$ cat src/design/gic_ram.sv
// ----------------------------------------------------------------------------
// gic_ram
// generic single-write, single-read ram with registered read data
// ----------------------------------------------------------------------------
`default_nettype none

module gic_ram #(
  parameter int WIDTH = 32,
  parameter int DEPTH = 32
) (
  input  wire                                         clk_i,
  input  wire                                         we_i,
  input  wire  [((DEPTH > 1) ? $clog2(DEPTH) : 1)-1:0] waddr_i,
  input  wire  [WIDTH-1:0]                            wdata_i,
  input  wire  [((DEPTH > 1) ? $clog2(DEPTH) : 1)-1:0] raddr_i,
  output logic [WIDTH-1:0]                            rdata_o
);

  logic [WIDTH-1:0] mem [DEPTH];

  // write port
  always_ff @(posedge clk_i) begin
    if (we_i) begin
      mem[waddr_i] <= wdata_i;
    end
  end

  // registered read port
  always_ff @(posedge clk_i) begin
    rdata_o <= mem[raddr_i];
  end

endmodule

`default_nettype wire

$ cat config.mk
export PLATFORM = sky130hd
export DESIGN_NAME = gic_ram
export DESIGN_NICKNAME = d
export VERILOG_FILES = /design/src/design/gic_ram.sv
export SDC_FILE = /design/constraint.sdc
export NUM_CORES = 1
export LEC_CHECK = 0
export BUFFER_PORTS_ARGS = -buffer_cell sky130_fd_sc_hd__buf_2
export CORE_MARGIN = 8
export CORE_UTILIZATION = 54
export DETAILED_ROUTE_END_ITERATION = 12
export HOLD_SLACK_MARGIN = 0.06
export PLACE_DENSITY = 0.7
export SYNTH_ARGS = -nofsm -noshare
export SYNTH_HDL_FRONTEND = slang
export SYNTH_SLANG_ARGS = --single-unit
$ cat constraint.sdc
create_clock -name clk_i -period 3.6 [get_ports clk_i]
set_input_delay 0.72 -clock clk_i [delete_from_list [all_inputs] [get_ports clk_i]]
set_output_delay 0.72 -clock clk_i [all_outputs]
set_load 0.1 [all_outputs]
Yosys cells after proc, flatten, opt, wreduce, memory -nomap -nowiden
Memories as Yosys holds them, arrays and structs flattened. A register that Yosys moved wholly into a read port is not among the register bits.
Cells that the tools add are included.
- multiplexer cells: 2
- operators with widths (cell ; count):
    two-way mux 1 bit ; 2
- register bits: 0
- memory bits (writable): 1024
- memories: 1
- bits of input ports: 44
- memories (name ; words ; bits a word ; read ports ; clocked after Yosys merged registers in ; write ports ; RTL line ; text):
    mem ; 32 ; 32 ; 1 ; 1 ; 1 ; 19 ; logic [WIDTH-1:0] mem [DEPTH];

Logic depth before layout (Yosys ltp)
- depth after elaboration: 2
- depth in mapped cells: 8
- mapped depth without buffers: 5

Worst setup path after synthesis
OpenSTA, ideal clock, no wires.
- path kind: input -> register
- start point: input port waddr_i[1] (netlist bit)
- end point: memory mem[12][0], enable pin
- path slack: 0.446 ns
- data required time: 3.179 ns
- setup time: 0.421 ns
- stages: 3
- arrival: 2.733 ns
- path buffers: 1
- path through: or3b_2 > clkbuf_1 > nor2_1
- RTL lines (element ; RTL line ; text):
    start: declaration ; 13 ; input wire [((DEPTH > 1) ? $clog2(DEPTH) : 1)-1:0] waddr_i,
    end: declaration ; 19 ;
No word-level cell before the write port.

Worst setup path after layout
- start point: register rdata_o[11], read port of mem
- end point: output port rdata_o[11]
- RTL lines (element ; RTL line ; text):
    start: declaration ; 16 ; output logic [WIDTH-1:0] rdata_o
No word-level cell between the ends.

==> summary.txt <==
Outcome
  • Status: completed

Timing
  • Tmin final: 2.29 ns
  • Fin. max-slew vios: 0
  • Final count of negative-setup-slack endpoints: 0
  • Skew final: 0.0262 ns
  • Peak Freq: 437 MHz
  • Unrepaired setup endpoints after global routing: no
  • Setup ws final: 1.31 ns
  • Slew margin rel.: 21.3%
  • Setup_tns: 0 ns
  • Final Hold Fails: 0
  • Period utilisation layout: 63.6%
  • Slew @ Worst Pin: 1.18 ns
  • Worst hold slack: 0.565 ns

Worst setup path
  • Crit path required time: 2.88 ns
  • Slowest cell on crit path: buf_2
  • Critical Path AT: 1.57 ns
  • Setup crit start kind: flip-flop
  • CP delay by family, top: buffers and inverters
  • Setup CP Type: reg -> out
  • Critical Path End Type: output pin
  • Cell chain of the critical path: buf_2
  • Number of buffers and inverters on the critical path: 1
  • Worst path max stage delay: 0.47 ns
  • CP max FO: 1

Pwr
  • Switching Fraction: 21.6%
  • P_sw: 5.74 mW
  • Worst vdd ir: 0.422 mV
  • Share of power burned in registers: 51.7%
  • Fraction of power consumed by the clock network: 42.0%
  • P per Cell Area: 575 nW/um^2
  • Comb power frac: 6.3%
  • LEAKAGE: 16.2 nW
  • Total Power: 26.6 mW
  • Int Pwr: 20.8 mW

Placed design
  • Post-Place Worst Slack: 0.688 ns
  • HPWL Detailed: 53900 um
  • Count of input and output buffers: 75
  • Inst Count DP: 3266
  • Gpl congestion: 0.856
  • Post-DP Area: 42700 um^2

Route
  • DR vias: 21.3k
  • Routed len/inst: 27.9 um
  • Via density: 6.17
  • TritonRoute pass-1 iters: 5
  • 1st-iter DRT viols: 2379
  • Routed Antenna Nets: 0
  • Post-route DRC violation count: 0
  • Final WL: 96600 um

Die
  • Die width: 290 um
  • Core ar.: 74300 um^2
  • Die height: 290 um
  • I/O Pins: 76
  • Rows: 100
  • Initial Util: 54.5%
  • Die ar.: 84000 um^2

Clock tree
  • Clock-pin transition on the worst setup and hold timing paths: 0.06 ns
  • Insertion delay of the later-clocked pin in the worst-skew pair: 0.66 ns
  • Root Driver: clkbuf_16
  • Setup Buffers After CTS: 0
  • Num CTS Buffers: 101
  • Post-CTS sizing: 0
  • CTS sink cnt: 1056
  • Max Root-Sink Buffers: 3
  • H-Tree Depth: 3
  • CTS tree: yes
  • Count of hold-fix buffers inserted at cts: 0

Logic synthesis
  • Cell Area, Synth: 40500 um^2
  • Mapped Nets: 2304
  • Top-area cell type share of the netlist area: 76.0%
  • Synth area leader: edfxtp_1
  • Seq/Total Area, Yosys: 77.5%
  • FF+latch count, synth: 1056
  • Largest cells by area after synthesis: edfxtp_1 (76%), mux2i_1 (13%), a22oi_1 (1.8%)
  • Post-Syn Instances: 2260
  • Synth unique cells: 25
  • Yosys warns: 0
  • Synthesized area per cell: 17.9 um^2

Flow run
  • Max Cap Viol: 0

Layout
  • Layout net count: 2444
  • Area grow syn2layout: 14.2%
  • Util after Layout: 62.2%
  • Most common cell after layout, fill and taps aside: edfxtp_1
  • Design area: 46200 um^2
  • Post-route insts no fill: 3457
  • Most frequent cells in the layout: edfxtp_1 (1024), mux2i_1 (512), clkbuf_16 (105), nand3_1 (98), nand2_1 (97)
  • Filler instances: 5180
  • Fraction of layout cells with a size suffix above 1: 14.6%

GRT
  • Number of global-route vias before repair: 21.7k
  • Congestion Overflow GR: 0
  • Global-route wire length before repair: 142000 um
  • Busiest grt layer: met2
  • Met1 Use GR: 30.9%
  • Initial antenna violation count: 4
  • Total track usage: 22.4%
  • GR Util met2: 36.4%
  • Pin count of the biggest net entering global routing: 78
  • Met3 Resource Use GR: 3.86%

Min path
  • Hold Path Class: in -> reg
-- area by class of cell --
type | instances | area (um^2) | share of cell area (%)
sequential | 1056 | 31400 | 67.9
multi-input combinational | 1077 | 8610 | 18.6
clock buffer | 126 | 2770 | 5.98
timing repair buffer | 164 | 1480 | 3.20
tap | 969 | 1210 | 2.62
clock inverter | 63 | 787 | 1.70
antenna | 2 | 5.00 | 0.0108
-- cell families (layout without fill, tap and decap cells) --
kind of cell           after synthesis  count (layout)  share of synthesized area, %
flip-flops                        1056            1056                          77.5
multiplexers                       512             512                          12.7
AO/OA/AOI/OAI                      288             288                          4.85
AND/OR/NAND/NOR                    277             277                          3.10
buffers and inverters              127             353                          1.86
other                                0               2                             0
-- layer usage --
layer | vias up | part of all wire (%)
li1 | 9278 | -
met1 | 11000 | 41
met2 | 919 | 48
met3 | 176 | 7.6
met4 | 0 | 2.8
met5 | - | 0
-- registers in the layout, summed over array words and instances (netlist names) --
register	flops
mem	1024
rdata_o	32
-- Yosys cell counts (all sizes together) --
master	count
a31oi	32
a21oi	96
and2b	1
clkbuf	48
nand3b	5
nand3	98
nand2	98
a22o	64
edfxtp	1024
nand2b	2
and2	1
buf	79
or3	1
nor3	32
nor2b	1
dfxtp	32
a22oi	96
or2	1
mux2i	512
nor2	34
or3b	3
-- path summary, 6_finish.rpt --
kind,depth (start not counted),slack (ns),startpoint,endpoint
hold / removal,1,0.56,wdata_i[31],mem[16][31]
setup / recovery,1,1.31,rdata_o[11],rdata_o[11]
hold reg to reg,4,0.60,mem[10][7],rdata_o[7]
setup reg to reg,5,2.07,mem[6][21],rdata_o[21]
-- power by group through the flow --
stage / registers, mW / logic (mW) / clock network [mW]
finish: 13.7 / 1.67 / 11.2
global route: 13.7 / 1.75 / 11.7
CTS: 13.7 / 1.67 / 11.3
detailed placement: 14.0 / 1.66 / 0
global placement: 14.0 / 1.63 / 0
floorplan: 14.3 / 0.706 / 0
Note: power is estimated with default switching activity, not from simulation.
