===== config.mk =====
export PLATFORM = sky130hd
export DESIGN_NAME = gic_cell
export DESIGN_NICKNAME = d
export VERILOG_FILES = /design/src/design/gic_pkg.sv /design/src/design/gic_cell.sv
export SDC_FILE = /design/constraint.sdc
export NUM_CORES = 1
export LEC_CHECK = 0
export BUFFER_PORTS_ARGS = -buffer_cell sky130_fd_sc_hd__buf_2
export CORE_MARGIN = 2
export CORE_UTILIZATION = 49
export DETAILED_ROUTE_END_ITERATION = 7
export PLACE_DENSITY = 0.95
export SYNTH_ARGS = -nofsm -noshare
export SYNTH_HDL_FRONTEND = slang
export SYNTH_SLANG_ARGS = --single-unit

===== constraint.sdc =====
create_clock -name clk_i -period 5.5 [get_ports clk_i]
set_clock_uncertainty 0.1 [all_clocks]
set_input_delay 0.55 -clock clk_i [delete_from_list [all_inputs] [get_ports clk_i]]
set_output_delay 0.55 -clock clk_i [all_outputs]
set_load 0.03 [all_outputs]

===== src/design/gic_pkg.sv =====
// ----------------------------------------------------------------------------
// gic_pkg
// types, sizes and compare helpers of the greedy interval cover block
// ----------------------------------------------------------------------------
`default_nettype none

package gic_pkg;

  localparam int MAX_SEGMENTS = 32;
  localparam int COORD_BITS   = 16;
  localparam int TGT_W        = 15;
  localparam int IDX_W        = (MAX_SEGMENTS > 1) ? $clog2(MAX_SEGMENTS) : 1;
  localparam int CNT_W        = $clog2(MAX_SEGMENTS + 1);
  localparam int CMP_W        = ((COORD_BITS > TGT_W) ? COORD_BITS : TGT_W) + 1;

  typedef logic signed [COORD_BITS-1:0] coord_t;

  typedef struct packed {
    coord_t seg_left;
    coord_t seg_right;
    logic   last_segment;
  } item_t;

  typedef struct packed {
    logic             is_header;
    logic [CNT_W-1:0] chosen_count;
    coord_t           out_left;
    coord_t           out_right;
    logic             last_result;
  } result_t;

  typedef struct packed {
    coord_t left;
    coord_t right;
  } seg_t;

  typedef struct packed {
    logic valid;
    seg_t seg;
  } cell_t;

  // what a cell hands to its right neighbor
  typedef struct packed {
    cell_t c;
    logic  ins;
  } link_t;

  typedef enum logic [1:0] {
    CMD_HOLD,
    CMD_INSERT,
    CMD_SHIFT,
    CMD_CLEAR
  } cell_cmd_e;

  typedef enum logic [2:0] {
    ST_LOAD,
    ST_WALK_A,
    ST_START,
    ST_WALK_B,
    ST_HDR,
    ST_EMIT
  } state_e;

  localparam coord_t COORD_MAX = {1'b0, {(COORD_BITS-1){1'b1}}};
  localparam coord_t COORD_MIN = {1'b1, {(COORD_BITS-1){1'b0}}};

  // a goes ahead of b: ascending left end, then descending right end
  function automatic logic seg_before(seg_t a, seg_t b);
    seg_before = (a.left < b.left) || ((a.left == b.left) && (a.right > b.right));
  endfunction

  // coordinate reaches the target
  function automatic logic reaches(coord_t r, logic [TGT_W-1:0] t);
    logic signed [CMP_W-1:0] a;
    logic signed [CMP_W-1:0] b;
    a = CMP_W'(r);
    b = $signed(CMP_W'(t));
    reaches = (a >= b);
  endfunction

endpackage

`default_nettype wire


===== src/design/gic_cell.sv =====
// ----------------------------------------------------------------------------
// gic_cell
// one slot of the sorting chain: insert in order, shift toward the head
// ----------------------------------------------------------------------------
`default_nettype none

module gic_cell (
  input  wire                  clk_i,
  input  wire                  rst_ni,
  input  gic_pkg::cell_cmd_e   cmd_i,
  input  gic_pkg::seg_t        new_i,
  input  gic_pkg::link_t       prev_i,
  input  gic_pkg::cell_t       next_i,
  output gic_pkg::link_t       link_o
);
  import gic_pkg::*;

  logic valid_q, valid_d;
  seg_t seg_q, seg_d;
  logic ins;

  // new segment belongs at or before this slot
  assign ins = !valid_q || seg_before(new_i, seg_q);

  // next contents
  always_comb begin
    valid_d = valid_q;
    seg_d   = seg_q;
    case (cmd_i)
      CMD_INSERT: begin
        if (ins) begin
          if (prev_i.ins) begin
            valid_d = prev_i.c.valid;
            seg_d   = prev_i.c.seg;
          end else begin
            valid_d = 1'b1;
            seg_d   = new_i;
          end
        end
      end
      CMD_SHIFT: begin
        valid_d = next_i.valid;
        seg_d   = next_i.seg;
      end
      CMD_CLEAR: valid_d = 1'b0;
      default: ;
    endcase
  end

  // valid bit
  always_ff @(posedge clk_i or negedge rst_ni) begin
    if (!rst_ni) begin
      valid_q <= 1'b0;
    end else begin
      valid_q <= valid_d;
    end
  end

  // payload
  always_ff @(posedge clk_i) begin
    seg_q <= seg_d;
  end

  assign link_o.c.valid = valid_q;
  assign link_o.c.seg   = seg_q;
  assign link_o.ins     = ins;

endmodule

`default_nettype wire


* Yosys cells after proc, flatten, opt, wreduce, memory -nomap -nowiden
Cells that the tools add are included.
** Word-level totals
- Output and inout bits :: 34
- Input port bits :: 103
- Flip-flop bits (word level) :: 33
- Word-level logic and storage cells :: 24
** Cells by class
- Order comparisons :: 2
- Mux-type cells :: 6
- Equality and inequality tests :: 5
- Reduce and logical (&&, ||, !) cells :: 8
** Operator list (number)
- 32-bit 2-to-1 mux :: 2
- 32-bit case mux with 2 select lines :: 1
- 16-bit == test :: 1
- 16-bit greater-than comparator :: 1
- 16-bit less-than comparator :: 1
- 2-bit == test (second input constant) :: 2
- 2-bit AND reduction :: 2
- 1-bit case mux with 3 select lines :: 1
- 3-bit nonzero test :: 1
- 2-bit by 1-bit == test with 1-bit output (second input constant) :: 1
- 1-bit logical OR :: 2
- 1-bit 2-to-1 mux :: 2
- 2-bit != test (second input constant) :: 1
- 2-bit nonzero test :: 1
- 1-bit logical AND :: 1
- 1-bit logical NOT :: 1

* Depth between registers and ports, before layout
- Depth after elaboration :: 6
- Gate-level depth with buffers :: 9
- Mapped depth without buffers :: 8

* Worst setup path before layout
No wires, ideal clock.
- Kind :: register -> register
- Start point :: reg seg_q, in the netlist link_o[10]
- End point :: reg seg_q, in the netlist link_o[10] (enable)
- Period minus slack after synthesis :: 3.587 ns
- Path buffers :: 0
- Arrival :: 3.083 ns
- Stages on the path, launching flop included :: 9
- Required time :: 4.996 ns
- Slack :: 1.913 ns
- Library setup time :: 0.404 ns
- Cells stage by stage :: edfxtp_1 > inv_1 > ha_1 > a21o_1 > nand3_2 > a21oi_1 > or4b_4 > mux2_4 > a31oi_2
** On the way
- Word-level cells in the longest chain between the ends :: 6
** RTL lines
- start: declaration :: RTL line gic_cell.sv:19 : seg_t seg_q, seg_d;
- start signal: assignment :: RTL line gic_cell.sv:61 : seg_q <= seg_d;
- 16-bit greater-than comparator :: RTL line gic_pkg.sv:69 : seg_before = (a.left < b.left) || ((a.left == b.left) && (a.right > b.right));
- 1-bit logical AND :: RTL line gic_pkg.sv:69
- 1-bit logical OR :: RTL line gic_pkg.sv:69
- 1-bit logical OR :: RTL line gic_cell.sv:23 : assign ins = !valid_q || seg_before(new_i, seg_q);
- 2-bit != test (no source line)
- 2-bit AND reduction (no source line)
No other way between the ends.
A chain may end at the register's enable or synchronous reset.

* Worst setup path after layout
- Start point :: reg seg_q, in the netlist link_o[15]
- End point :: reg seg_q, in the netlist link_o[30] (enable)
The elaborated chain is that of the path after synthesis.

==> run metrics <==
clock slew at reported path FFs 0.07 ns; GRT Residual Overflow 0; Port-buffer cells 136; drt total wl 6700 µm; Rows 26; CP required 5.29 ns; net switching fraction of the power 0.351; I/O pin count 137; syn_nets 404; wire per inst 14.2 µm; Initial Util 0.505; worst reg2reg path depth 8; Seq pwr share 0.407; Int Pwr 0.000540 W; status finished clean; vias in the first global route 2519; fin crit share 0.603; DR DRC count 0; PostCTS Resize Cnt 0; first-pass GRT wire length 11100 µm; Hold Path Sink link_o[7]$_DFFE_PP_; Die X 76.5 µm; Final Hold Vio Count 0; Iteration-0 DRC Markers 98; Post-synth EDFFs 32; largest net degree at the start of global routing 66; Seq/Total Area, Yosys 0.383; Synth Instances 269; vias per cell 5.19; Worst EP arrival 3.11 ns; largest area contributor in the netlist edfxtp_1; Inst Count DP 463; CTS tree yes; top-area cell type share of the netlist area 0.373; core area 5110 µm²; final antenna-violating net count 0; setup violators final 0; clk_lat worst skew 0.28 ns; kind of start point of the critical path flop; total CTS buffers 5; achievable frequency 302 MHz; setup TNS 0 ns; CTS Buffer Depth 2; Max VDD drop 159 µV; post-synthesis cell type count 35; GP Congestion 0.876; CP Capture Type flop; prevailing post-synth register cell edfxtp_1; initial antenna violation count 0; measured slew at the worst slew-check pin 1.09 ns; vias after detailed routing 2451; Nets 536; WS Path Type flop to flop; Synth Area per Inst 9.58 µm²; r2r startpoint link_o[15]$_DFFE_PP_; non-filler cells, final 472; Combinational Power Share 0.367; internal reg-to-reg setup slack 2.19 ns; yosys warns 0; share of post-route cells with drive strength above 1 0.373; clock power share 0.226; commonest cells in the netlist nand2_1, o21ai_0, inv_1; Max-Cap Viols 0; DPL Wire Length 5320 µm; die height 76.5 µm; RR Endpoint link_o[30]$_DFFE_PP_; crit path max fanout 32; max_slew headroom 0.275; htree depth 2; hold_buf cts 1; Synth Register Bits 33; RSZ-0062 raised after global routing false; DIE AREA 5860 µm²; P_sw 0.000292 W; largest cells by area after synthesis edfxtp_1, ha_1, mux2i_1; PD cells 244 nW/µm²; antenna fix cells 0; clk root buf clkbuf_8; Clock Sinks 33; crit path time final 3.31 ns; Tot GR Track Use 0.236; Post-Syn Area 2580 µm²; worst min-delay path class input pin to flop; hold path startpoint next_i[6]; Post-CTS Setup Bufs 0; count leader, synth nand2_1; Leakage 1.75 nW; Layout area overhead 32.4%; ys async rst share 0.0303; hold path cells 3; Slew Limit Fails 0; 1st-pass router iterations 4
==> layout by cell type (no fill, tap or decap), drive strengths merged <==
cell type and instances:
mux2i 32, o21ai 37, mux2 1, dlygate4sd3 1, nand2 38, nor4b 1
a31oi 1, inv 33, xnor2 1, dfrtp 1, nand3b 1, nor2 1
and3 1, ha 32, nor4 1, nand4 5, or2b 1, a21boi 1
a21o 4, a41o 1, or4b 1, o21ba 1, nor2b 5, clkbuf 8
edfxtp 32, nand3 4, a21oi 12, buf 137, nor3 1, and4 3
a211oi 2, o211ai 2
==> layout make-up <==
cell class / instances / area, µm²
Fill cell: 413 / 1690
Multi-Input combinational cell: 190 / 1430
Sequential cell: 33 / 986
Timing Repair Buffer: 138 / 698
Inverter: 33 / 124
Clock buffer: 8 / 90.1
Tap cell: 70 / 87.6
==> per-stage QoR <==
step | area (µm²) | utilization | setup slack [ns] | power (W) | hold WS [ns]
global placement | 3310 | 0.649 | 1.92 | 0.000636 | 0.236
floorplan | 2580 | - | 1.91 | 0.000543 | 0.154
finish | 3410 | 0.668 | 2.19 | 0.000832 | 0.449
global route | 3410 | 0.668 | 1.93 | 0.000885 | 0.449
detailed placement | 3310 | 0.649 | 1.89 | 0.000649 | 0.233
CTS | 3410 | 0.668 | 2.15 | 0.000838 | 0.443
==> routing by layer <==
metal | routed length [µm] | part of all wire | global-route usage | vias to the layer above
met5 | 0 | 0 | 0 | -
met4 | 245 | 0.037 | 0.105 | 0
met3 | 315 | 0.047 | 0.0415 | 22
met2 | 3440 | 0.51 | 0.431 | 104
met1 | 2700 | 0.40 | 0.266 | 1100
li1 | - | - | - | 1225
==> critical path: stages (launching register included) <==
cell	delay, ns
edfxtp_1	0.36
inv_1	0.05
ha_1	0.32
nand4_2	0.17
nor3_1	0.36
a21boi_1	0.23
or4b_4	0.15
mux2_4	0.32
a31oi_4	0.87
==> worst max-delay path by stage <==
stage,start,endpoint,slack (ns),depth (start not counted)
finish,link_o[15]$_DFFE_PP_,link_o[30]$_DFFE_PP_,2.19,8
global route,link_o[15]$_DFFE_PP_,link_o[19]$_DFFE_PP_,1.93,8
CTS,link_o[15]$_DFFE_PP_,link_o[32]$_DFFE_PP_,2.15,8
detailed placement,new_i[15],link_o[22]$_DFFE_PP_,1.89,8
global placement,new_i[14],link_o[17]$_DFFE_PP_,1.92,8
floorplan,link_o[10]$_DFFE_PP_,link_o[10]$_DFFE_PP_,1.91,8
==> kinds of logic after synthesis <==
| logic type | after synthesis | share of synthesized area |
|---|---|---|
| XOR/XNOR | 1 | 0.00340 |
| flip-flops | 33 | 0.383 |
| adder cells (fa/ha/maj) | 32 | 0.155 |
| multiplexers | 33 | 0.130 |
| AND/OR/NAND/NOR | 63 | 0.125 |
| AO/OA/AOI/OAI | 61 | 0.134 |
| buffers and inverters | 46 | 0.0699 |
==> power groups by stage <==
stage	sequential, W	combinational, W	clock, W
floorplan	0.000404	0.000139	0
global placement	0.000342	0.000294	0
finish	0.000339	0.000306	0.000188
detailed placement	0.000344	0.000305	0
global route	0.000343	0.000338	0.000204
CTS	0.000339	0.000308	0.000192
==> registers in the layout, summed over array words and instances (netlist names) <==
| name | count |
|---|---|
| link_o | 32 |
| valid_q | 1 |
(Power assumes the default switching activity.)
